File: config.mk
export PLATFORM = sky130hd
export DESIGN_NAME = dfam_queue
export DESIGN_NICKNAME = d
export VERILOG_FILES = /design/src/hdl/dream_flip_angle_map_top_macros.svh /design/src/hdl/dfam_pkg.sv /design/src/hdl/dfam_queue.sv
export SDC_FILE = /design/constraint.sdc
export NUM_CORES = 1
export LEC_CHECK = 0
export ABC_AREA = 1
export BUFFER_PORTS_ARGS = -buffer_cell sky130_fd_sc_hd__buf_4
export CORE_UTILIZATION = 50
export CTS_CLUSTER_SIZE = 30
export DETAILED_ROUTE_END_ITERATION = 7
export HOLD_SLACK_MARGIN = 0.1
export PLACE_DENSITY = 0.8
export SLEW_MARGIN = 20
export SYNTH_ARGS = -nofsm -noshare
export SYNTH_HDL_FRONTEND = slang
export SYNTH_SLANG_ARGS = --single-unit
File: constraint.sdc
create_clock -name clk -period 1.8 [get_ports clk]
set_input_delay 0 -clock clk [delete_from_list [all_inputs] [get_ports clk]]
set_output_delay 0 -clock clk [all_outputs]
set_load 0.01 [all_outputs]
File: src/hdl/dream_flip_angle_map_top_macros.svh
// Assertion macros for the DREAM flip-angle map top level.
// Expects clk and rst_n in the scope of use; no other dependencies.
`ifndef DREAM_FLIP_ANGLE_MAP_TOP_MACROS_SVH
`define DREAM_FLIP_ANGLE_MAP_TOP_MACROS_SVH

// Check that a condition implies a consequence on the same edge.
`define DFAM_ASSERT_IMPLIES(lbl, ante, cons, msg) \
    lbl: assert property (@(posedge clk) disable iff (!rst_n) (ante) |-> (cons)) \
        else $error(msg);

// Check that a condition never holds.
`define DFAM_ASSERT_NEVER(lbl, cond, msg) \
    lbl: assert property (@(posedge clk) disable iff (!rst_n) !(cond)) \
        else $error(msg);

`endif

File: src/hdl/dfam_pkg.sv
// Shared types, constants and the CORDIC arctangent table for the flip-angle map.
// No dependencies.
`timescale 1ns / 1ps
package dfam_pkg;

    localparam int SAMPLE_BITS_DEFAULT     = 16;
    localparam int ANGLE_FRAC_BITS_DEFAULT = 8;
    localparam int Z_FRAC                  = 24;
    localparam int CORDIC_STEPS            = 28;
    localparam int Z_W                     = 34;
    localparam int XY_W                    = 36;
    localparam int REF_W                   = 7;
    localparam int CFG_IDX_W               = 1;
    localparam int CFG_DATA_W              = 7;
    localparam int QUEUE_DEPTH             = 4;

    localparam logic [CFG_IDX_W-1:0] REG_REFERENCE_ANGLE = 1'd0;
    localparam logic [CFG_IDX_W-1:0] REG_VOLUME_ORDER    = 1'd1;

    localparam logic [REF_W-1:0] REFERENCE_ANGLE_RESET = 7'd55;
    localparam logic             VOLUME_ORDER_RESET    = 1'b0;

    // 90 degrees with 24 fraction bits
    localparam logic signed [Z_W-1:0] Z_MAX = 34'sd1509949440;

    typedef struct packed {
        logic both_zero;
        logic p1_zero;
        logic p2_zero;
    } vox_class_t;

    // atan(2^-i) in degrees, 24 fraction bits
    function automatic logic signed [Z_W-1:0] atan_q24(input int unsigned i);
        logic signed [Z_W-1:0] r;
        case (i)
            0:       r = 34'sd754974720;
            1:       r = 34'sd445687602;
            2:       r = 34'sd235489088;
            3:       r = 34'sd119537938;
            4:       r = 34'sd60000934;
            5:       r = 34'sd30029717;
            6:       r = 34'sd15018523;
            7:       r = 34'sd7509720;
            8:       r = 34'sd3754917;
            9:       r = 34'sd1877466;
            10:      r = 34'sd938734;
            11:      r = 34'sd469367;
            12:      r = 34'sd234684;
            13:      r = 34'sd117342;
            14:      r = 34'sd58671;
            15:      r = 34'sd29335;
            16:      r = 34'sd14668;
            17:      r = 34'sd7334;
            18:      r = 34'sd3667;
            19:      r = 34'sd1833;
            20:      r = 34'sd917;
            21:      r = 34'sd458;
            22:      r = 34'sd229;
            23:      r = 34'sd115;
            24:      r = 34'sd57;
            25:      r = 34'sd29;
            26:      r = 34'sd14;
            27:      r = 34'sd7;
            default: r = '0;
        endcase
        return r;
    endfunction

endpackage

File: src/hdl/dfam_queue.sv
// Short item queue between the input stage and the compute pipeline.
// Depends on dfam_pkg.
`timescale 1ns / 1ps
module dfam_queue
    import dfam_pkg::*;
#(
    parameter int SAMPLE_BITS = SAMPLE_BITS_DEFAULT
)
(
    input  logic                   clk,
    input  logic                   rst_n,
    input  logic                   push,
    input  logic [SAMPLE_BITS-1:0] in_p1,
    input  logic [SAMPLE_BITS-1:0] in_p2,
    input  vox_class_t             in_cls,
    output logic                   full,
    input  logic                   pop,
    output logic                   empty,
    output logic [SAMPLE_BITS-1:0] out_p1,
    output logic [SAMPLE_BITS-1:0] out_p2,
    output vox_class_t             out_cls
);

    localparam int PTR_W = $clog2(QUEUE_DEPTH);
    localparam int CNT_W = $clog2(QUEUE_DEPTH + 1);

    logic [SAMPLE_BITS-1:0] p1_mem [QUEUE_DEPTH];
    logic [SAMPLE_BITS-1:0] p2_mem [QUEUE_DEPTH];
    vox_class_t             cls_mem [QUEUE_DEPTH];
    logic [PTR_W-1:0]       wr_ptr_reg;
    logic [PTR_W-1:0]       rd_ptr_reg;
    logic [CNT_W-1:0]       count_reg;
    logic [CNT_W-1:0]       count_next;

    assign full  = (count_reg == CNT_W'(QUEUE_DEPTH));
    assign empty = (count_reg == '0);

    always_comb
    begin
        count_next = count_reg;
        if (push && !pop)
        begin
            count_next = count_reg + 1'b1;
        end
        else if (pop && !push)
        begin
            count_next = count_reg - 1'b1;
        end
    end

    always_ff @(posedge clk or negedge rst_n)
    begin
        if (!rst_n)
        begin
            wr_ptr_reg <= '0;
            rd_ptr_reg <= '0;
            count_reg  <= '0;
        end
        else
        begin
            if (push)
            begin
                wr_ptr_reg <= wr_ptr_reg + 1'b1;
            end
            if (pop)
            begin
                rd_ptr_reg <= rd_ptr_reg + 1'b1;
            end
            count_reg <= count_next;
        end
    end

    always_ff @(posedge clk)
    begin
        if (push)
        begin
            p1_mem[wr_ptr_reg]  <= in_p1;
            p2_mem[wr_ptr_reg]  <= in_p2;
            cls_mem[wr_ptr_reg] <= in_cls;
        end
    end

    assign out_p1  = p1_mem[rd_ptr_reg];
    assign out_p2  = p2_mem[rd_ptr_reg];
    assign out_cls = cls_mem[rd_ptr_reg];

endmodule

### Yosys cells after proc, flatten, opt, wreduce, memory -nomap -nowiden

Memories as Yosys holds them, arrays and structs flattened.
Cells that the tools add are included.

* flip-flop bits (word level): 7
* bits in writable memories: 140
* bits of input ports: 39
* output and inout bits: 37
* word-level logic and storage cells: 21
* memories kept: 3

Memories
* p1_mem: words 4, width 16, read ports 1, clocked after Yosys merged registers in 0, wr ports 1, line dfam_queue.sv:27 `logic [SAMPLE_BITS-1:0] p1_mem [QUEUE_DEPTH];`
* p2_mem: words 4, width 16, read ports 1, clocked after Yosys merged registers in 0, wr ports 1, line dfam_queue.sv:28 `logic [SAMPLE_BITS-1:0] p2_mem [QUEUE_DEPTH];`
* cls_mem: words 4, width 3, read ports 1, clocked after Yosys merged registers in 0, wr ports 1, line dfam_queue.sv:29 `vox_class_t cls_mem [QUEUE_DEPTH];`

* $add $sub $neg: 4
* equality and inequality tests: 1
* multiplexer cells: 4
* reduce and logical (&&, ||, !) cells: 6

Operators by type and width (count)
* $mux W3: 2
* $add A2 B1 Y2 const B: 2
* $add A3 B1 Y3 const B: 1
* $eq A3 B3 Y1 const B: 1
* $logic_not A3 Y1: 1
* $sub A3 B1 Y3 const B: 1
* $logic_and A1 B1 Y1: 2
* $logic_not A1 Y1: 2
* $mux W1: 2
* $reduce_bool A2 Y1: 1

### Longest topological paths before layout

Gate-level depths: netlist of run 1.

* depth in word-level cells: 4
* gate-level depth with buffers: 9
* depth with buffers taken out: 9

### Least setup slack after synthesis of run 1

OpenSTA, ideal clock, no wires.

* kind: register to register
* start point: register wr_ptr_reg[0]
* end point: memory cls_mem[2][0] in the netlist's numbering, enable pin
* setup time: 0.390 ns
* arrival time: 1.363 ns
* data required time: 1.410 ns
* setup slack: 0.047 ns
* cell stages (with the launch flop): 5
* buffers on the path: 0
* period minus slack after synthesis: 1.753 ns
* cell sequence: dfrtp_1 > inv_1 > ha_1 > nand2_1 > inv_1

RTL lines
* start, declared: line dfam_queue.sv:30 `logic [PTR_W-1:0] wr_ptr_reg;`
* start signal, assigned: line dfam_queue.sv:63 `wr_ptr_reg <= wr_ptr_reg + 1'b1;`
* end, declared: line dfam_queue.sv:29

No word-level cell before the write port.

### Worst setup path in the final report of run 1

* start point: register rd_ptr_reg[0]
* end point: output out_p1[14]

* cells in the longest elaborated chain, start to end: 1

Ends and longest elaborated chain
* start, declared: line dfam_queue.sv:31 `logic [PTR_W-1:0] rd_ptr_reg;`
* start signal, assigned: line dfam_queue.sv:67 `rd_ptr_reg <= rd_ptr_reg + 1'b1;`
* $mem_v2 Z4 W16
* end, declared: line dfam_queue.sv:19 `output logic [SAMPLE_BITS-1:0] out_p1,`

No other way between the ends.

==> qor.csv, run 1 <==
metric,value,unit
clk_latency,0.42,ns
slowest_delay,0.51,ns
violations,design-rule violations,
synth_area_per_cell,13.2,µm²
place_ws,0.316,ns
multi_input_area,1120,µm²
syn_inst,456,
yosys_warnings,0,
dieHeight,112,µm
core,11600,µm²
reg_top3,"p1_mem (64), p2_mem (64), cls_mem (12)",
tns,0,ns
start_util,51.9,%
std_cell_rows,39,
arrival,1.72,ns
cts_buffers,17,
status,finished with violations,
worstSetupStartpoint,rd_ptr_reg[0]$_DFFE_PN0P_,
cp_max_fo,88,
finalWorstSetupSlack,0.0826,ns
slew_headroom,71.0,%
drt_iter0_markers,269,
p_per_area,1630,nW/µm²
io_pins,76,
min_period_over_period,95.4,%
netlist_area,6000,µm²
synth_edf_count,140,
synthTopCellsByArea,"edfxtp_1, o211ai_1, nand2_1",
max_freq,582,MHz
post-place-cells,663,
crit_required,1.80,ns
min_from,pop,
drv_slew,0,
syn-num-nets,501,
finClkSkew,0.00393,ns
r2r_start,wr_ptr_reg[0]$_DFFE_PN0P_,
grt_setup_unrepaired,no,
dr.pass1.iters,7,
grt_pass1_wl,19000,µm
chipWidth,112,µm
grt_pass1_vias,3803,
clk_pin_slew,0.05,ns
wire_per_inst,16.0,µm
num-fill-cells,760,
final_nets,623,
die_area,12400,µm²
yosysMostFrequentCell,edfxtp_1,
final-instance-count-excl-fill,734,
yosys.area.top_type_share,70.1,%
portBuffers,75,
crit_path_top_delay_cell,dfrtp_4,
crit_family,flip-flops,
grt_max_degree,89,
finalSetupViolations,0,
synth_top_flop_cell,edfxtp_1,
ys_seq_elements,147,
yosysUniqueCellTypes,19,
clockBufferDepth,2,
drcViolationCount,7,
worstHoldPathType,input pin to flop,
hold_violations,0,
final_cell_area,7690,µm²
diodes,0,
cap_violations,0,
dp_hpwl,7400,µm
ff_latch_area,4380,µm²
gr-usage-all-layers,20.5,%
grt_overflow_total,0,
area_growth,28.2,%
ys_seq_area_share,73.0,%
routed_wl,11700,µm
ys_async_sr_fraction,4.76,%
yosys-top-cells-count,"edfxtp_1, nand2_1, inv_1",
synth_area_leader_cell,edfxtp_1,
r2r_slack,0.29,ns
antenna_left,0,
crit_chain,"buf_16, o211ai_1, nand2_1, buf_4",
crit_type,flop to output port,
antenna_found_initial,0,
worst_slew_pin_slew,0.435,ns
worst-path-buf-inv,2,
clock_sinks,147,
cts_root_buf,clkbuf_16,
cts_tree,yes,
start_kind,flop,
num_vias,3736,
cp-end-kind,output port,
drive_above_1_share,21.0,%
htreeDepth,4,
peakVddDrop,1.00,mV
fin_crit,1.72,ns
gp_congestion,0.806,
power.static_leakage,3.17,nW
placed_area,6700,µm²
vias_per_cell,5.09,
## per-layer routing
metal  wire (µm)  global-route usage (%)
met5           0                       0
met4         187                    9.28
met3         562                    5.28
met2        6040                    34.2
met1        4930                    25.3
## cell families after synthesis
| family | after synthesis | share of synthesized area [%] |
|---|---|---|
| buffers and inverters | 106 | 8.28 |
| AO/OA/AOI/OAI | 71 | 9.01 |
| flip-flops | 147 | 73.0 |
| adder cells (fa/ha/maj) | 6 | 1.38 |
| XOR/XNOR | 4 | 0.584 |
| AND/OR/NAND/NOR | 122 | 7.74 |
## per-stage QoR
| step | util [%] | hold slack, ns | power [mW] |
|---|---|---|---|
| 6_report | 66.5 | 0.318 | 12.5 |
| 5_1_grt | 66.5 | 0.321 | 13.2 |
| 4_1_cts | 66.4 | 0.293 | 12.6 |
| 3_5_place_dp | 58.0 | -0.177 | 9.04 |
| 3_3_place_gp | 58.0 | -0.182 | 8.90 |
| 2_1_floorplan | - | -0.296 | 7.40 |
## repair_timing
action,in CTS,in global routing
hold endpoints to repair,160,0
setup buffers,0,0
resized for setup,0,1
hold buffers,39,0
setup endpoints to repair,0,1
## worst paths after layout
kind                       depth (start not counted)                         to
setup / recovery                                   4                 out_p1[14]
hold reg to reg                                    2   count_reg[2]$_DFFE_PN0P_
max in group asynchronous                          3  rd_ptr_reg[0]$_DFFE_PN0P_
hold / removal                                     3  rd_ptr_reg[0]$_DFFE_PN0P_
min in group asynchronous                          3  rd_ptr_reg[1]$_DFFE_PN0P_
setup reg to reg                                   5     p1_mem[0][7]$_DFFE_PP_
## cell type report
class / count / share of cell area (%)
inverters: 82 / 4.00
flip-flops and latches: 147 / 57.0
multi-input cells: 203 / 14.6
clock inverters: 11 / 1.77
clock buffers: 21 / 5.86
well taps: 143 / 2.33
repair buffers: 127 / 14.4
## layout by cell type, fill, tap and decap left out
cell type and n:
edfxtp_1 140, nand2_1 118, buf_4 84, inv_1 77, o211ai_1 68, dlygate4sd3_1 39
clkbuf_16 17, dfrtp_1 6, inv_2 5, ha_1 5, clkinv_2 5, xor2_1 3
bufinv_16 3, clkbuf_1 3, buf_12 3, o211ai_2 2, nor3_1 2, clkinv_4 2
xnor2_1 1, o21ai_1 1, nand3_1 1, nand4_1 1, fa_1 1, clkbuf_8 1
clkinv_1 1, buf_16 1, dfrtp_4 1
## worst reg2reg max path, stage by stage (launching register included)
cell     delay (ns)
dfrtp_1        0.44
inv_1          0.13
ha_1           0.16
nand2_1        0.06
inv_2          0.20
buf_4          0.24
## power breakdown
group / switching, mW / total (mW) / internal [mW]
sequential: 0.233 / 4.73 / 4.50
clock: 1.28 / 3.48 / 2.20
combinational: 2.52 / 4.33 / 1.81
No activity file was read; power rests on OpenSTA's default activity.
==> inputs of run 2 (changes only) <==
ABC_AREA = 0   (was 1)
PLACE_DENSITY = 0.81   (was 0.8)
==> run 2 against run 1 <==
The flow finishes with violations (negative setup slack). Non-clock buffer count is 2 higher. Wire length is 16% lower. Register-to-register slack better by 0.07 ns. Clock power down 5%. Sequential share of layout area grew 2.5 points. Largest cell class unchanged.
==> qor.csv, run 2 <==
metric,value,unit,change
status,finished with violations,,
violations,negative setup slack,,
crit_path_top_delay_cell,mux4_2,,
reg_top3,"p1_mem (64), p2_mem (64), cls_mem (12)",,
start_util,52.3,%,+0.47 points
grt_setup_unrepaired,yes,,
hold_violations,0,,unchanged
arrival,1.86,ns,+0.14 ns
synthMuxAreaShare,15.0,%,+15 points
yosysMostFrequentCell,edfxtp_1,,
r2r_slack,0.36,ns,+0.07 ns
finalPower,12.0,mW,-4.7%
die_area,11400,µm²,-8.2%
cap_violations,0,,unchanged
cts_tree,yes,,
finClkSkew,0.00517,ns,+0.00125 ns
synthTopCellsByArea,"edfxtp_1, mux4_2, mux4_1",,
m1WireLength,4210,µm,-15%
syn-num-nets,262,,-48%
clock_sinks,147,,unchanged
grt_pass1_wl,15300,µm,-19%
worstHoldEndpoint,p2_mem[3][12]$_DFFE_PP_,,
ys_seq_elements,147,,unchanged
ys_seq_area_share,79.6,%,+6.6 points
min_from,in_p2[12],,
synth-compound-area-share,0.0910,%,-8.9 points
drv_slew,0,,unchanged
synth_area_per_cell,25.3,µm²,+93%
grt_max_degree,24,,-73%
drcViolationCount,0,,-7
synth-simple-area-share,0.887,%,-6.9 points
rr_endpoint,count_reg[2]$_DFFE_PN0P_,,
final_nets,402,,-35%
vias_per_cell,5.27,,+3.5%
wire_per_inst,19.5,µm,+22%
antenna_left,0,,unchanged
synth_top_flop_cell,edfxtp_1,,
max_freq,539,MHz,-7.5%
cp_max_fo,6,,-93%
area_growth,34.0,%,
drive_above_1_share,43.3,%,+22 points
htreeDepth,4,,unchanged
crit_family,multiplexers,,
clockBufferDepth,2,,unchanged
crit_required,1.80,ns,about the same
r2r_start,count_reg[0]$_DFFE_PN0P_,,
peakVddDrop,0.864,mV,-14%
yosys-top-cells-count,"edfxtp_1, mux4_2, dfrtp_1, mux4_1, ha_1",,
grt_overflow_total,0,,unchanged
diodes,0,,unchanged
holdPathStages,2,,-1
slew_headroom,74.6,%,+3.6 points
yosysUniqueCellTypes,19,,unchanged
utilization,70.1,%,+3.6 points
chipWidth,107,µm,-4.2%
wl_met3,324,µm,-42%
rr_worst_depth,4,,-1
yosys_warnings,0,,unchanged
dr.pass1.iters,4,,-3
cts_root_buf,clkbuf_8,,
power.static_leakage,2.64,nW,-17%
synth_edf_count,140,,unchanged
min_period_over_period,103,%,+7.7 points
antenna_found_initial,0,,unchanged
routed_wl,9820,µm,-16%
yosys.area.top_type_share,76.4,%,+6.3 points
netlist_area,5500,µm²,-8.3%
slowest_delay,0.52,ns,about the same
worst_slew_pin_slew,0.379,ns,-0.0556 ns
cts_buffers,17,,unchanged
final_common_cell,edfxtp_1,,
finalWorstSetupSlack,-0.0566,ns,-0.139 ns
io_pins,76,,unchanged
clk_latency,0.51,ns,+0.09 ns
gr-usage-all-layers,18.9,%,-1.6 points
cp-end-kind,output port,,
worstHoldPathType,input pin to flop,,
p_per_area,1620,nW/µm²,-0.53%
crit_chain,"buf_12, buf_16, mux4_2, buf_6",,
fin_crit,1.86,ns,+0.139 ns
synthAdderAreaFrac,1.50,%,+0.12 points
clk_pin_slew,0.06,ns,about the same
synth_area_leader_cell,edfxtp_1,,
std_cell_rows,37,,-5.1%
synth_top_family_by_area,multiplexers,,
worst-path-buf-inv,3,,+1
dp_hpwl,5810,µm,-22%
core,10500,µm²,-9.1%
dr_wl_met2,5200,µm,-14%
maxUsedRoutingLayer,met4,,
portBuffers,75,,unchanged
crit_type,flop to output port,,
grt_pass1_vias,2873,,-24%
gp_congestion,0.667,,-17%
drt_iter0_markers,75,,-72%
dieHeight,107,µm,-4.2%
start_kind,flop,,
num_vias,2650,,-29%
synth-xor-area-share,0.955,%,+0.37 points
final_cell_mix,"edfxtp_1, buf_4, dlygate4sd3_1",,
syn_inst,217,,-52%
ys_async_sr_fraction,4.76,%,unchanged
finalSetupViolations,29,,+29
## run 2: changes by cell type after synthesis, moves of 2 or more
cell / change
o211ai_2: -2
mux4_1: +7
and2_1: +4
buf_6: -9
buf_4: -3
buf_12: +3
nand2_1: -116
buf_2: -6
o211ai_1: -68
mux4_2: +28
inv_1: -77
## run 2: how the worst max path moves through the flow
| stage | startpoint | slack (ns) | endpoint | cells past startpoint |
|---|---|---|---|---|
| 3_3_place_gp | rd_ptr_reg[0]$_DFFE_PN0P_ | 0.42 | out_p1[15] | 3 |
| 3_5_place_dp | rd_ptr_reg[0]$_DFFE_PN0P_ | 0.39 | out_p1[14] | 3 |
| 6_report | rd_ptr_reg[0]$_DFFE_PN0P_ | -0.06 | out_p1[10] | 4 |
| 5_1_grt | rd_ptr_reg[0]$_DFFE_PN0P_ | -0.13 | out_p1[14] | 3 |
| 4_1_cts | rd_ptr_reg[0]$_DFFE_PN0P_ | -0.09 | out_p2[0] | 4 |
| 2_1_floorplan | wr_ptr_reg[0]$_DFFE_PN0P_ | 0.02 | cls_mem[3][0]$_DFFE_PP_ | 2 |
## run 2: layout make-up
cell class              count  area (µm²)
repair buffers            129        1250
multi-input cells          58         993
inverters                   4        15.0
fillers                   628        3140
clock inverters            12         143
well taps                 136         170
clock buffers              17         414
flip-flops and latches    147        4380
## run 2: where the power goes
part,switching [mW],internal (mW)
clock,1.24,2.07
sequential,0.223,4.49
combinational,1.73,2.21
## run 2: logic make-up (layout without fill, tap and decap cells)
kind of cell    count (synthesis)  after routing
mux                            36             36
buf+inv                        12            162
simple gates                    9              9
flops                         147            147
compound gates                  1              1
xor+xnor                        6              6
fa+ha+maj                       6              6
## run 2: through the flow
step           TNS [ns]  instance area [µm²]  setup WS [ns]  hold slack [ns]  instances
2_1_floorplan         0                 5500         0.0171           -0.296        217
3_3_place_gp          0                 6290          0.415           -0.176        432
3_5_place_dp          0                 6290          0.394           -0.175        432
4_1_cts           -1.89                 7370        -0.0940            0.215        503
5_1_grt           -3.38                 7370         -0.130            0.222        503
6_report         -0.837                 7370        -0.0566            0.237        503
## run 2: timing repair
action,CTS,global route
hold buffers,39,0
hold endpoints to repair,154,0
cloned,2,0
setup endpoints to repair,35,35
resized for setup,31,0
buffers inserted,1,0
## run 2: routing by layer
layer	vias up	global-route usage [%]
met3	10	5.11
met4	0	5.28
met2	78	32.8
met1	1377	23.5
met5	-	0
li1	1185	-
## run 2: worst reg2reg max path: stages (launching register included)
cell and delay, ns:
dfrtp_1 0.45, fa_1 0.46, xor2_1 0.18, nor2_1 0.12
xor2_1 0.16
