===== config.mk =====
export PLATFORM = sky130hd
export DESIGN_NAME = dfam_front
export DESIGN_NICKNAME = d
export VERILOG_FILES = /design/src/hdl/dream_flip_angle_map_top_macros.svh /design/src/hdl/dfam_pkg.sv /design/src/hdl/dfam_front.sv
export SDC_FILE = /design/constraint.sdc
export NUM_CORES = 1
export LEC_CHECK = 0
export ABC_CLOCK_PERIOD_IN_PS = 3310
export BUFFER_PORTS_ARGS = -buffer_cell sky130_fd_sc_hd__buf_2
export CORE_AREA = 2 2 77 79
export DETAILED_ROUTE_END_ITERATION = 8
export DIE_AREA = 0 0 79 81
export PLACE_DENSITY = 0.54
export RECOVER_POWER = 100
export SLEW_MARGIN = 20
export SYNTH_ARGS = -nofsm -noshare
export SYNTH_HDL_FRONTEND = slang
export SYNTH_SLANG_ARGS = --single-unit

===== constraint.sdc =====
create_clock -name clk -period 3.31 [get_ports clk]
set_input_delay 0.1655 -clock clk [delete_from_list [all_inputs] [get_ports clk]]
set_output_delay 0.1655 -clock clk [all_outputs]
set_load 0.1 [all_outputs]

===== src/hdl/dream_flip_angle_map_top_macros.svh =====
// Assertion macros for the DREAM flip-angle map top level.
// Expects clk and rst_n in the scope of use; no other dependencies.
`ifndef DREAM_FLIP_ANGLE_MAP_TOP_MACROS_SVH
`define DREAM_FLIP_ANGLE_MAP_TOP_MACROS_SVH

// Check that a condition implies a consequence on the same edge.
`define DFAM_ASSERT_IMPLIES(lbl, ante, cons, msg) \
    lbl: assert property (@(posedge clk) disable iff (!rst_n) (ante) |-> (cons)) \
        else $error(msg);

// Check that a condition never holds.
`define DFAM_ASSERT_NEVER(lbl, cond, msg) \
    lbl: assert property (@(posedge clk) disable iff (!rst_n) !(cond)) \
        else $error(msg);

`endif


===== src/hdl/dfam_pkg.sv =====
// Shared types, constants and the CORDIC arctangent table for the flip-angle map.
// No dependencies.
`timescale 1ns / 1ps
package dfam_pkg;

    localparam int SAMPLE_BITS_DEFAULT     = 16;
    localparam int ANGLE_FRAC_BITS_DEFAULT = 8;
    localparam int Z_FRAC                  = 24;
    localparam int CORDIC_STEPS            = 28;
    localparam int Z_W                     = 34;
    localparam int XY_W                    = 36;
    localparam int REF_W                   = 7;
    localparam int CFG_IDX_W               = 1;
    localparam int CFG_DATA_W              = 7;
    localparam int QUEUE_DEPTH             = 4;

    localparam logic [CFG_IDX_W-1:0] REG_REFERENCE_ANGLE = 1'd0;
    localparam logic [CFG_IDX_W-1:0] REG_VOLUME_ORDER    = 1'd1;

    localparam logic [REF_W-1:0] REFERENCE_ANGLE_RESET = 7'd55;
    localparam logic             VOLUME_ORDER_RESET    = 1'b0;

    // 90 degrees with 24 fraction bits
    localparam logic signed [Z_W-1:0] Z_MAX = 34'sd1509949440;

    typedef struct packed {
        logic both_zero;
        logic p1_zero;
        logic p2_zero;
    } vox_class_t;

    // atan(2^-i) in degrees, 24 fraction bits
    function automatic logic signed [Z_W-1:0] atan_q24(input int unsigned i);
        logic signed [Z_W-1:0] r;
        case (i)
            0:       r = 34'sd754974720;
            1:       r = 34'sd445687602;
            2:       r = 34'sd235489088;
            3:       r = 34'sd119537938;
            4:       r = 34'sd60000934;
            5:       r = 34'sd30029717;
            6:       r = 34'sd15018523;
            7:       r = 34'sd7509720;
            8:       r = 34'sd3754917;
            9:       r = 34'sd1877466;
            10:      r = 34'sd938734;
            11:      r = 34'sd469367;
            12:      r = 34'sd234684;
            13:      r = 34'sd117342;
            14:      r = 34'sd58671;
            15:      r = 34'sd29335;
            16:      r = 34'sd14668;
            17:      r = 34'sd7334;
            18:      r = 34'sd3667;
            19:      r = 34'sd1833;
            20:      r = 34'sd917;
            21:      r = 34'sd458;
            22:      r = 34'sd229;
            23:      r = 34'sd115;
            24:      r = 34'sd57;
            25:      r = 34'sd29;
            26:      r = 34'sd14;
            27:      r = 34'sd7;
            default: r = '0;
        endcase
        return r;
    endfunction

endpackage


===== src/hdl/dfam_front.sv =====
// Input stage: takes voxel items, orders numerator and denominator, classifies zeros.
// Depends on dfam_pkg.
`timescale 1ns / 1ps
module dfam_front
    import dfam_pkg::*;
#(
    parameter int SAMPLE_BITS = SAMPLE_BITS_DEFAULT
)
(
    input  logic                   clk,
    input  logic                   rst_n,
    input  logic                   sample_valid,
    output logic                   sample_stall,
    input  logic [SAMPLE_BITS-1:0] sample_vol0,
    input  logic [SAMPLE_BITS-1:0] sample_vol1,
    input  logic                   volume_order,
    input  logic                   q_full,
    output logic                   q_push,
    output logic [SAMPLE_BITS-1:0] p1,
    output logic [SAMPLE_BITS-1:0] p2,
    output vox_class_t             cls
);

    logic                   vld_reg;
    logic [SAMPLE_BITS-1:0] p1_reg;
    logic [SAMPLE_BITS-1:0] p2_reg;
    vox_class_t             cls_reg;
    logic [SAMPLE_BITS-1:0] p1_next;
    logic [SAMPLE_BITS-1:0] p2_next;
    vox_class_t             cls_next;
    logic                   load;

    assign sample_stall = vld_reg && q_full;
    assign load         = !sample_stall;
    assign q_push       = vld_reg && !q_full;

    always_comb
    begin
        p1_next            = volume_order ? sample_vol1 : sample_vol0;
        p2_next            = volume_order ? sample_vol0 : sample_vol1;
        cls_next.p1_zero   = (p1_next == '0);
        cls_next.p2_zero   = (p2_next == '0);
        cls_next.both_zero = cls_next.p1_zero && cls_next.p2_zero;
    end

    always_ff @(posedge clk or negedge rst_n)
    begin
        if (!rst_n)
        begin
            vld_reg <= 1'b0;
        end
        else if (load)
        begin
            vld_reg <= sample_valid;
        end
    end

    always_ff @(posedge clk)
    begin
        if (load && sample_valid)
        begin
            p1_reg  <= p1_next;
            p2_reg  <= p2_next;
            cls_reg <= cls_next;
        end
    end

    assign p1  = p1_reg;
    assign p2  = p2_reg;
    assign cls = cls_reg;

endmodule


After elaboration in Yosys (flattened, before gate mapping)
Index checks and enable logic that the tools add are counted.
- add/sub/neg operators: 0
- $mul: 0
- divide/modulo/power cells: 0
- magnitude comparators: 0
- eq/ne operators: 0
- shifts and indexed selects: 0
- muxes and demuxes: 2
- bitwise operators: 0
- reduce and logical (&&, ||, !) cells: 8
- operators by type and width (operator ; number):
    logical NOT 16 bit ; 2
    2-to-1 mux 16 bit ; 2
    logical AND 1 bit ; 4
    logical NOT 1 bit ; 2
- register bits: 36
- latch bits: 0
- RAM bits: 0
- ROM bits: 0
- bits of input ports: 37
- output and inout bits: 37
- memories: 0

Depth between registers and ports, before layout
Gate-level depths: netlist of the first run.
- depth in word-level cells: 3
- depth in mapped cells: 4
- depth with buffers taken out: 3

Least setup slack after synthesis of the first run
OpenSTA, ideal clock, no wires.
- path type: flip-flop to flip-flop
- start: register vld_reg
- end: register cls_reg, in the netlist cls[0] (enable)
- setup time: 0.431 ns
- arrival: 2.584 ns
- data required time: 2.879 ns
- path slack: 0.295 ns
- cell stages (with the launch flop): 3
- cell sequence: dfrtp_1 and2_1 nor2b_1
- word-level cells in the longest chain between the ends: 3
- ends and longest elaborated chain (what ; RTL line ; RTL):
    start: declaration ; dfam_front.sv:24 ; logic vld_reg;
    start signal: assignment ; dfam_front.sv:54 ; vld_reg <= sample_valid;
    logical AND 1 bit ; dfam_front.sv:33 ; assign sample_stall = vld_reg && q_full;
    net sample_stall ; dfam_front.sv:13 ; output logic sample_stall,
    logical NOT 1 bit ; dfam_front.sv:34 ; assign load = !sample_stall;
    logical AND 1 bit ; dfam_front.sv:60 ; if (load && sample_valid)
    end signal: assignment ; dfam_front.sv:64 ; cls_reg <= cls_next;
    end: declaration ; dfam_front.sv:27 ; vox_class_t cls_reg;
The timed path passes the listed nets, and every way through them passes these cells.
A chain may end at the register's enable or synchronous reset.

Worst setup path after layout of the first run
- start: register vld_reg
- end: register p2_reg[6], in the netlist p2[6] (enable)
- word-level cells in the longest chain between the ends: 3
- ends and longest elaborated chain (what ; RTL line ; RTL):
    logical AND 1 bit ; dfam_front.sv:33 ;
    logical NOT 1 bit ; dfam_front.sv:34 ;
    logical AND 1 bit ; dfam_front.sv:60 ;
    end signal: assignment ; dfam_front.sv:63 ; p2_reg <= p2_next;
    end: declaration ; dfam_front.sv:26 ; logic [SAMPLE_BITS-1:0] p2_reg;
No other way between the ends.

==> impl_metrics.csv, run 1 <==
group,metric,value,unit
clock_network,cts_tree,"done",
synthesis,syn_area,0.001619,mm^2
finish,layout-drive-gt1-share,42.29,%
finish,layout.cells.most_common_list,"sky130_fd_sc_hd__clkbuf_1 (39), sky130_fd_sc_hd__edfxtp_1 (35), sky130_fd_sc_hd__buf_2 (35), sky130_fd_sc_hd__mux2_2 (30), sky130_fd_sc_hd__nor4_1 (7)",
setup_path,timing.critical_path.arrival,2.13,ns
finish,synthToLayoutAreaGrowth,31.07,%
setup_path,worstPathRequired,3.18,ns
grt,grt_start_max_net_pins,39,
floorplan,initial_utilization,28.53,%
hold_path,hp-start,"sample_valid",
grt,grt_antenna_before_repair,0,
synthesis,yosysWarningCount,0,
floorplan,design.die.area,0.006399,mm^2
status,run_status,"complete, but fails checks",
finish,final_net_count,211,
place,placed_cells,241,
sta,setup_tns_final,0,ns
setup_path,timing.critical_path.to_type,"register",
grt,track_usage,11.29,%
grt,first_global_vias,1163,
setup_path,worst_r2r_startpoint,"vld_reg",
grt,grt-ovfl-total,0,
place,port_buffers,73,
synthesis,synth_top_cell_area_share,64.91,%
setup_path,cp_slowest_stage_delay,1.28,ns
floorplan,fp.coreArea,0.005675,mm^2
clock_network,cts.reportedPaths.clkPinSlew,0.07,ns
synthesis,synth_top_cell_by_area,"sky130_fd_sc_hd__edfxtp_1",
synthesis,yosysUniqueCellTypes,22,
setup_path,worst_r2r_endpoint,"p2[6]",
finish,final-instance-count-excl-fill,250,
place,place_congestion,0.7364,
synthesis,post_syn_nets,134,
clock_network,number_of_buffers_inserted_during_clock_tree_synthesis,5,
synthesis,synth_cells,97,
setup_path,critical_path_startpoint_category,"register",
drt,firstDrtPassIters,4,
finish,most_frequent_standard_cell_in_the_layout_excluding_fill_and_tap_cells,"sky130_fd_sc_hd__clkbuf_1",
clock_network,clock_tree.root_cell,"sky130_fd_sc_hd__clkbuf_8",
clock_network,clockBufferDepth,2,
sta,final_worst_clock_skew,0.006566,ns
hold_path,timing.hold.worst_endpoint,"vld_reg",
sta,report.final.hold_viol_count,0,
setup_path,critical_path.slowest_cell,"sky130_fd_sc_hd__nor2b_2",
drt,drt-initial-drc-count,55,
floorplan,core.rowCount,28,
sta,final.period_utilization,68.25,%
drt,routedWlPerCell,14.18,um
setup_path,worst-path-max-fanout,35,
floorplan,io-pin-count,74,
finish,filler_cell_count,613,
synthesis,synth.ff_latch_count,36,
sta,final.min_clock_period,2.259,ns
drt,postRouteAntennaNets,0,
job,drv.max_cap_violation_count,1,
drt,route.detailed.drc,0,
power,power.static_leakage,0.7379,nW
hold_path,holdPathStages,2,
power,power.density_cell_area,576.4,mW/mm^2
setup_path,type_of_the_worst_setup_path,"register to register",
drt,totalWireLength,3545,um
floorplan,chipWidth,79,um
clock_network,cts.sink_count,36,
synthesis,part_of_the_yosys_area_used_for_sequential_elements,66.46,%
floorplan,vertical_extent_of_the_die,81,um
setup_path,crit_chain,"and2_0 > nor2b_2",
place,dpl.hpwl,2704,um
clock_network,clock_insertion_delay_worst_skew,0.27,ns
status,violations,"capacitance limit, slew limit",
drt,via_per_inst,4.528,
sta,rsz0062_at_grt,"no",
setup_path,register_to_register_setup_slack,1.05,ns
sta,tightestPinTransition,1.696,ns
hold_path,holdCritPathClass,"primary input to register",
power,vdd.ir_drop.worst,188.9,uV
synthesis,synthesis.area_per_instance,16.69,um^2
clock_network,post_cts_resize_count,0,
sta,setup_viol_count_final,0,
sta,clock.fmax,0.4427,GHz
clock_network,htreeDepth,2,
sta,maxSlewHeadroom,-13.61,%
grt,grt_pass1_wl,5520,um
finish,n_antenna_cell,0,
setup_path,r2r.worst_path.cells,2,
synthesis,ys_top_cells_by_area,"sky130_fd_sc_hd__edfxtp_1 (65%), sky130_fd_sc_hd__mux2_2 (21%), sky130_fd_sc_hd__nor4_1 (2.7%)",
drt,via_count,1132,
sta,slew_violations,36,
[cell type report]
class | count | area (um^2) | share of cell area [%]
multi-input cells | 57 | 516.7 | 24.35
flip-flops and latches | 36 | 1076 | 50.71
well taps | 75 | 93.84 | 4.422
repair buffers | 74 | 327.8 | 15.45
clock inverters | 2 | 35.03 | 1.651
clock buffers | 6 | 72.57 | 3.420
[critical path, delay by kind of cell, from the launching register on]
kind / cells / cell delay [ns]
flip-flops: 1 / 0.37
AND/OR/NAND/NOR: 2 / 1.47
[where the power goes]
| part | total, mW | switching (mW) | internal [mW] |
|---|---|---|---|
| Combinational | 0.314 | 0.257 | 0.0571 |
| Clock | 0.364 | 0.141 | 0.223 |
| Sequential | 0.544 | 0.00766 | 0.537 |
| Total | 1.22 | 0.406 | 0.817 |
[worst max path at each step]
| stage | start | to | depth (start not counted) |
|---|---|---|---|
| after floorplan | vld_reg | cls[0] | 2 |
| after global placement | volume_order | cls[2] | 4 |
| after detailed placement | volume_order | cls[2] | 4 |
| after CTS | vld_reg | cls[1] | 2 |
| after global routing | vld_reg | p1[10] | 2 |
| final | vld_reg | p2[6] | 2 |
[logic make-up (layout without fill, tap and decap cells)]
family          Yosys count  count (layout)  share of synthesized area [%]
mux                      32              32                          22.26
buf+inv                   4              82                          1.391
compound gates            4               4                          2.164
flops                    36              36                          66.46
simple gates             21              21                          7.729
[synth_stat cells]
| cell type | number |
|---|---|
| sky130_fd_sc_hd__or2_2 | 1 |
| sky130_fd_sc_hd__mux2_1 | 2 |
| sky130_fd_sc_hd__nor4_1 | 7 |
| sky130_fd_sc_hd__a211o_1 | 1 |
| sky130_fd_sc_hd__nor3_1 | 1 |
| sky130_fd_sc_hd__or3b_1 | 1 |
| sky130_fd_sc_hd__nand4_1 | 1 |
| sky130_fd_sc_hd__buf_6 | 1 |
| sky130_fd_sc_hd__nor2_1 | 1 |
| sky130_fd_sc_hd__mux2_2 | 30 |
| sky130_fd_sc_hd__or3_1 | 1 |
| sky130_fd_sc_hd__dfrtp_1 | 1 |
| sky130_fd_sc_hd__nand2_1 | 2 |
| sky130_fd_sc_hd__edfxtp_1 | 35 |
| sky130_fd_sc_hd__nand4b_1 | 1 |
| sky130_fd_sc_hd__a21oi_1 | 1 |
| sky130_fd_sc_hd__o22ai_1 | 1 |
| sky130_fd_sc_hd__nor2b_1 | 2 |
| sky130_fd_sc_hd__a2111oi_2 | 1 |
| sky130_fd_sc_hd__clkbuf_1 | 3 |
| sky130_fd_sc_hd__and2_1 | 1 |
| sky130_fd_sc_hd__nand3_1 | 2 |
[per-stage QoR]
step / power [mW] / util (%) / hold slack, ns / instance area, um^2 / worst slack (ns)
2_1_floorplan: 0.8101 / - / -0.1301 / 1619 / 0.2948
3_3_place_gp: 0.8735 / 36.35 / -0.05517 / 2063 / 1.368
3_5_place_dp: 0.8775 / 36.35 / -0.05502 / 2063 / 1.289
4_1_cts: 1.247 / 38.43 / 0.09433 / 2181 / 1.559
5_1_grt: 1.272 / 37.39 / 0.09259 / 2122 / 0.8133
6_report: 1.223 / 37.39 / 0.09459 / 2122 / 1.051
[timing repair]
item	CTS	global route
hold buffers	1	0
endpoints found under the hold margin	1	0
buffers inserted	0	0
[layer usage]
metal / wire length [um] / global-route usage, % / part of all wire, %
met1: 1536 / 13.40 / 43
met2: 1697 / 19.92 / 48
met3: 276 / 2.778 / 7.8
met4: 34 / 4.138 / 0.96
met5: 0 / 0 / 0
No activity file was read; power rests on OpenSTA's default activity.
==> run 2: changes to the inputs <==
--- a/config.mk
+++ b/config.mk
@@ -5,7 +5,7 @@
 export SDC_FILE = /design/constraint.sdc
 export NUM_CORES = 1
 export LEC_CHECK = 0
-export ABC_CLOCK_PERIOD_IN_PS = 3310
+export ABC_CLOCK_PERIOD_IN_PS = 2300
 export BUFFER_PORTS_ARGS = -buffer_cell sky130_fd_sc_hd__buf_2
 export CORE_AREA = 2 2 77 79
 export DETAILED_ROUTE_END_ITERATION = 8
==> constraint.sdc (replaced) <==
create_clock -name clk -period 2.3 [get_ports clk]
set_input_delay 0.115 -clock clk [delete_from_list [all_inputs] [get_ports clk]]
set_output_delay 0.115 -clock clk [all_outputs]
set_load 0.1 [all_outputs]
==> run 2 against run 1 <==
  * The run now ends clean
  * Power increased by 64%
  * Worst setup slack lost 0.62 ns
  * Final cell count is 0.80% higher
  * First-iteration DRC count fell by 24%
  * Critical path depth did not move
  * Critical path type is now register to output port
  * Critical endpoint is now sample_stall
==> impl_metrics.csv, run 2 (synthesis gave the netlist of run 1 again) <==
group,metric,value,unit
clock_network,number_of_buffers_inserted_during_clock_tree_synthesis,5,
sta,clock.fmax,0.5346,GHz
power,pwr-share-seq,38.9,%
job,drv.max_cap_violation_count,0,
floorplan,vertical_extent_of_the_die,81,um
grt,track_usage,11.42,%
setup_path,crit_chain,"and2_0 > clkbuf_1",
finish,final_net_count,213,
drt,totalWireLength,3661,um
setup_path,timing.critical_path.arrival,1.76,ns
finish,stdcell_area,0.002203,mm^2
setup_path,timing.critical_path.to_type,"output port",
floorplan,design.die.area,0.006399,mm^2
sta,setup_viol_count_final,0,
power,p_comb_share,23.0,%
power,switching_share,30.20,%
clock_network,htreeDepth,2,
setup_path,register_to_register_setup_slack,0.70,ns
floorplan,core.rowCount,28,
sta,tightestPinTransition,1.213,ns
place,place_congestion,0.7669,
hold_path,holdCritPathClass,"primary input to register",
setup_path,critPathTopFamily,"buffers and inverters",
drt,drt-initial-drc-count,42,
setup_path,r2r.worst_path.cells,3,
power,power.static_leakage,0.7784,nW
setup_path,worst_r2r_startpoint,"vld_reg",
clock_network,cts.sink_count,36,
floorplan,initial_utilization,28.53,%
power,cellInternalPower,1.401,mW
finish,synthToLayoutAreaGrowth,36.09,%
finish,layout.cells.most_common_list,"sky130_fd_sc_hd__clkbuf_1 (38), sky130_fd_sc_hd__edfxtp_1 (35), sky130_fd_sc_hd__buf_2 (35), sky130_fd_sc_hd__mux2_2 (30), sky130_fd_sc_hd__nor4_1 (7)",
clock_network,cts.reportedPaths.clkPinSlew,0.07,ns
clock_network,clock_insertion_delay_worst_skew,0.28,ns
setup_path,critical_path_startpoint_category,"register",
setup_path,worst-path-max-fanout,3,
drt,via_count,1162,
clock_network,cts_tree,"done",
clock_network,hold_buffers,1,
sta,final_worst_clock_skew,0.002185,ns
sta,report.final.hold_viol_count,0,
grt,grt_start_max_net_pins,21,
grt,first_global_vias,1119,
sta,final.period_utilization,81.33,%
clock_network,postCtsSetupBuffers,0,
setup_path,critical_path.slowest_cell,"sky130_fd_sc_hd__clkbuf_1",
drt,via_per_inst,4.611,
clock_network,clock_tree.root_cell,"sky130_fd_sc_hd__clkbuf_8",
grt,grt_antenna_before_repair,0,
setup_path,worstPathRequired,2.18,ns
sta,hold-worst-slack,0.03554,ns
power,total_switching_power,606.1,uW
finish,filler_cell_count,568,
drt,routedWlPerCell,14.53,um
floorplan,chipWidth,79,um
hold_path,hp-start,"sample_valid",
sta,setup_tns_final,0,ns
status,run_status,"finished clean",
sta,rsz0062_at_grt,"no",
place,port_buffers,73,
drt,firstDrtPassIters,4,
hold_path,holdPathStages,2,
power,power.density_cell_area,911.0,mW/mm^2
setup_path,cp_slowest_stage_delay,0.89,ns
power,power.clock.fraction,38.1,%
finish,most_frequent_standard_cell_in_the_layout_excluding_fill_and_tap_cells,"sky130_fd_sc_hd__clkbuf_1",
clock_network,post_cts_resize_count,0,
grt,grt-ovfl-total,0,
drt,postRouteAntennaNets,0,
setup_path,type_of_the_worst_setup_path,"register to output port",
place,dpl-instance-area,0.002091,mm^2
sta,maxSlewHeadroom,19.47,%
hold_path,timing.hold.worst_endpoint,"vld_reg",
setup_path,crit_buf_inv,1,
setup_path,worst_r2r_endpoint,"p2[7]",
sta,final.min_clock_period,1.871,ns
clock_network,clockBufferDepth,2,
finish,n_antenna_cell,0,
sta,slew_violations,0,
grt,grt_pass1_wl,5423,um
power,vdd.ir_drop.worst,339.4,uV
floorplan,fp.coreArea,0.005675,mm^2
floorplan,io-pin-count,74,
finish,layout-drive-gt1-share,43.50,%
drt,route.detailed.drc,0,
==> run 2: changes by cell type in the layout (fill, tap and decap cells not counted) <==
cell,change
sky130_fd_sc_hd__nor2b_2,-1
sky130_fd_sc_hd__nor2b_4,+1
sky130_fd_sc_hd__clkbuf_1,-1
sky130_fd_sc_hd__clkbuf_2,+1
sky130_fd_sc_hd__bufinv_16,+2
sky130_fd_sc_hd__buf_12,+1
sky130_fd_sc_hd__clkinv_2,-1
==> run 2: worst max-delay path by stage <==
stage	from	end	slack [ns]	cells past startpoint
3_3_place_gp	volume_order	cls[2]	0.71	4
5_1_grt	vld_reg	sample_stall	0.35	2
3_5_place_dp	volume_order	cls[2]	0.66	4
4_1_cts	vld_reg	p2[8]	0.70	3
2_1_floorplan	vld_reg	cls[0]	0.32	2
6_report	vld_reg	sample_stall	0.43	2
==> run 2: layer usage <==
metal,global-route usage [%],up-vias,share of wire [%]
li1,-,548,-
met1,13.43,550,42
met2,18.90,58,48
met3,3.667,6,8.9
met4,5.690,0,1.8
met5,0,-,0
==> run 2: power groups by stage <==
| stage | logic (mW) | clock network [mW] | registers (mW) |
|---|---|---|---|
| 5_1_grt | 0.479 | 0.823 | 0.785 |
| 2_1_floorplan | 0.0981 | 0 | 1.07 |
| 6_report | 0.461 | 0.765 | 0.781 |
| 4_1_cts | 0.476 | 0.788 | 0.780 |
| 3_3_place_gp | 0.469 | 0 | 0.794 |
| 3_5_place_dp | 0.473 | 0 | 0.795 |
==> run 2: metrics by stage <==
stage	power (mW)	worst slack, ns	utilization [%]	instances
after global placement	1.264	0.7082	36.84	243
after global routing	2.087	0.3513	38.82	252
after detailed placement	1.268	0.6630	36.84	243
final	2.007	0.4294	38.82	252
after CTS	2.044	0.6953	39.81	252
after floorplan	1.166	0.3171	-	97
==> run 2: final cells by class <==
class                      count  area, um^2  area share (%)
sequential                    36        1076           48.84
timing repair buffer          76       352.8           16.01
tap                           75       93.84           4.259
multi-input combinational     57       521.8           23.68
clock buffer                   5       68.82           3.123
clock inverter                 3       90.09           4.089
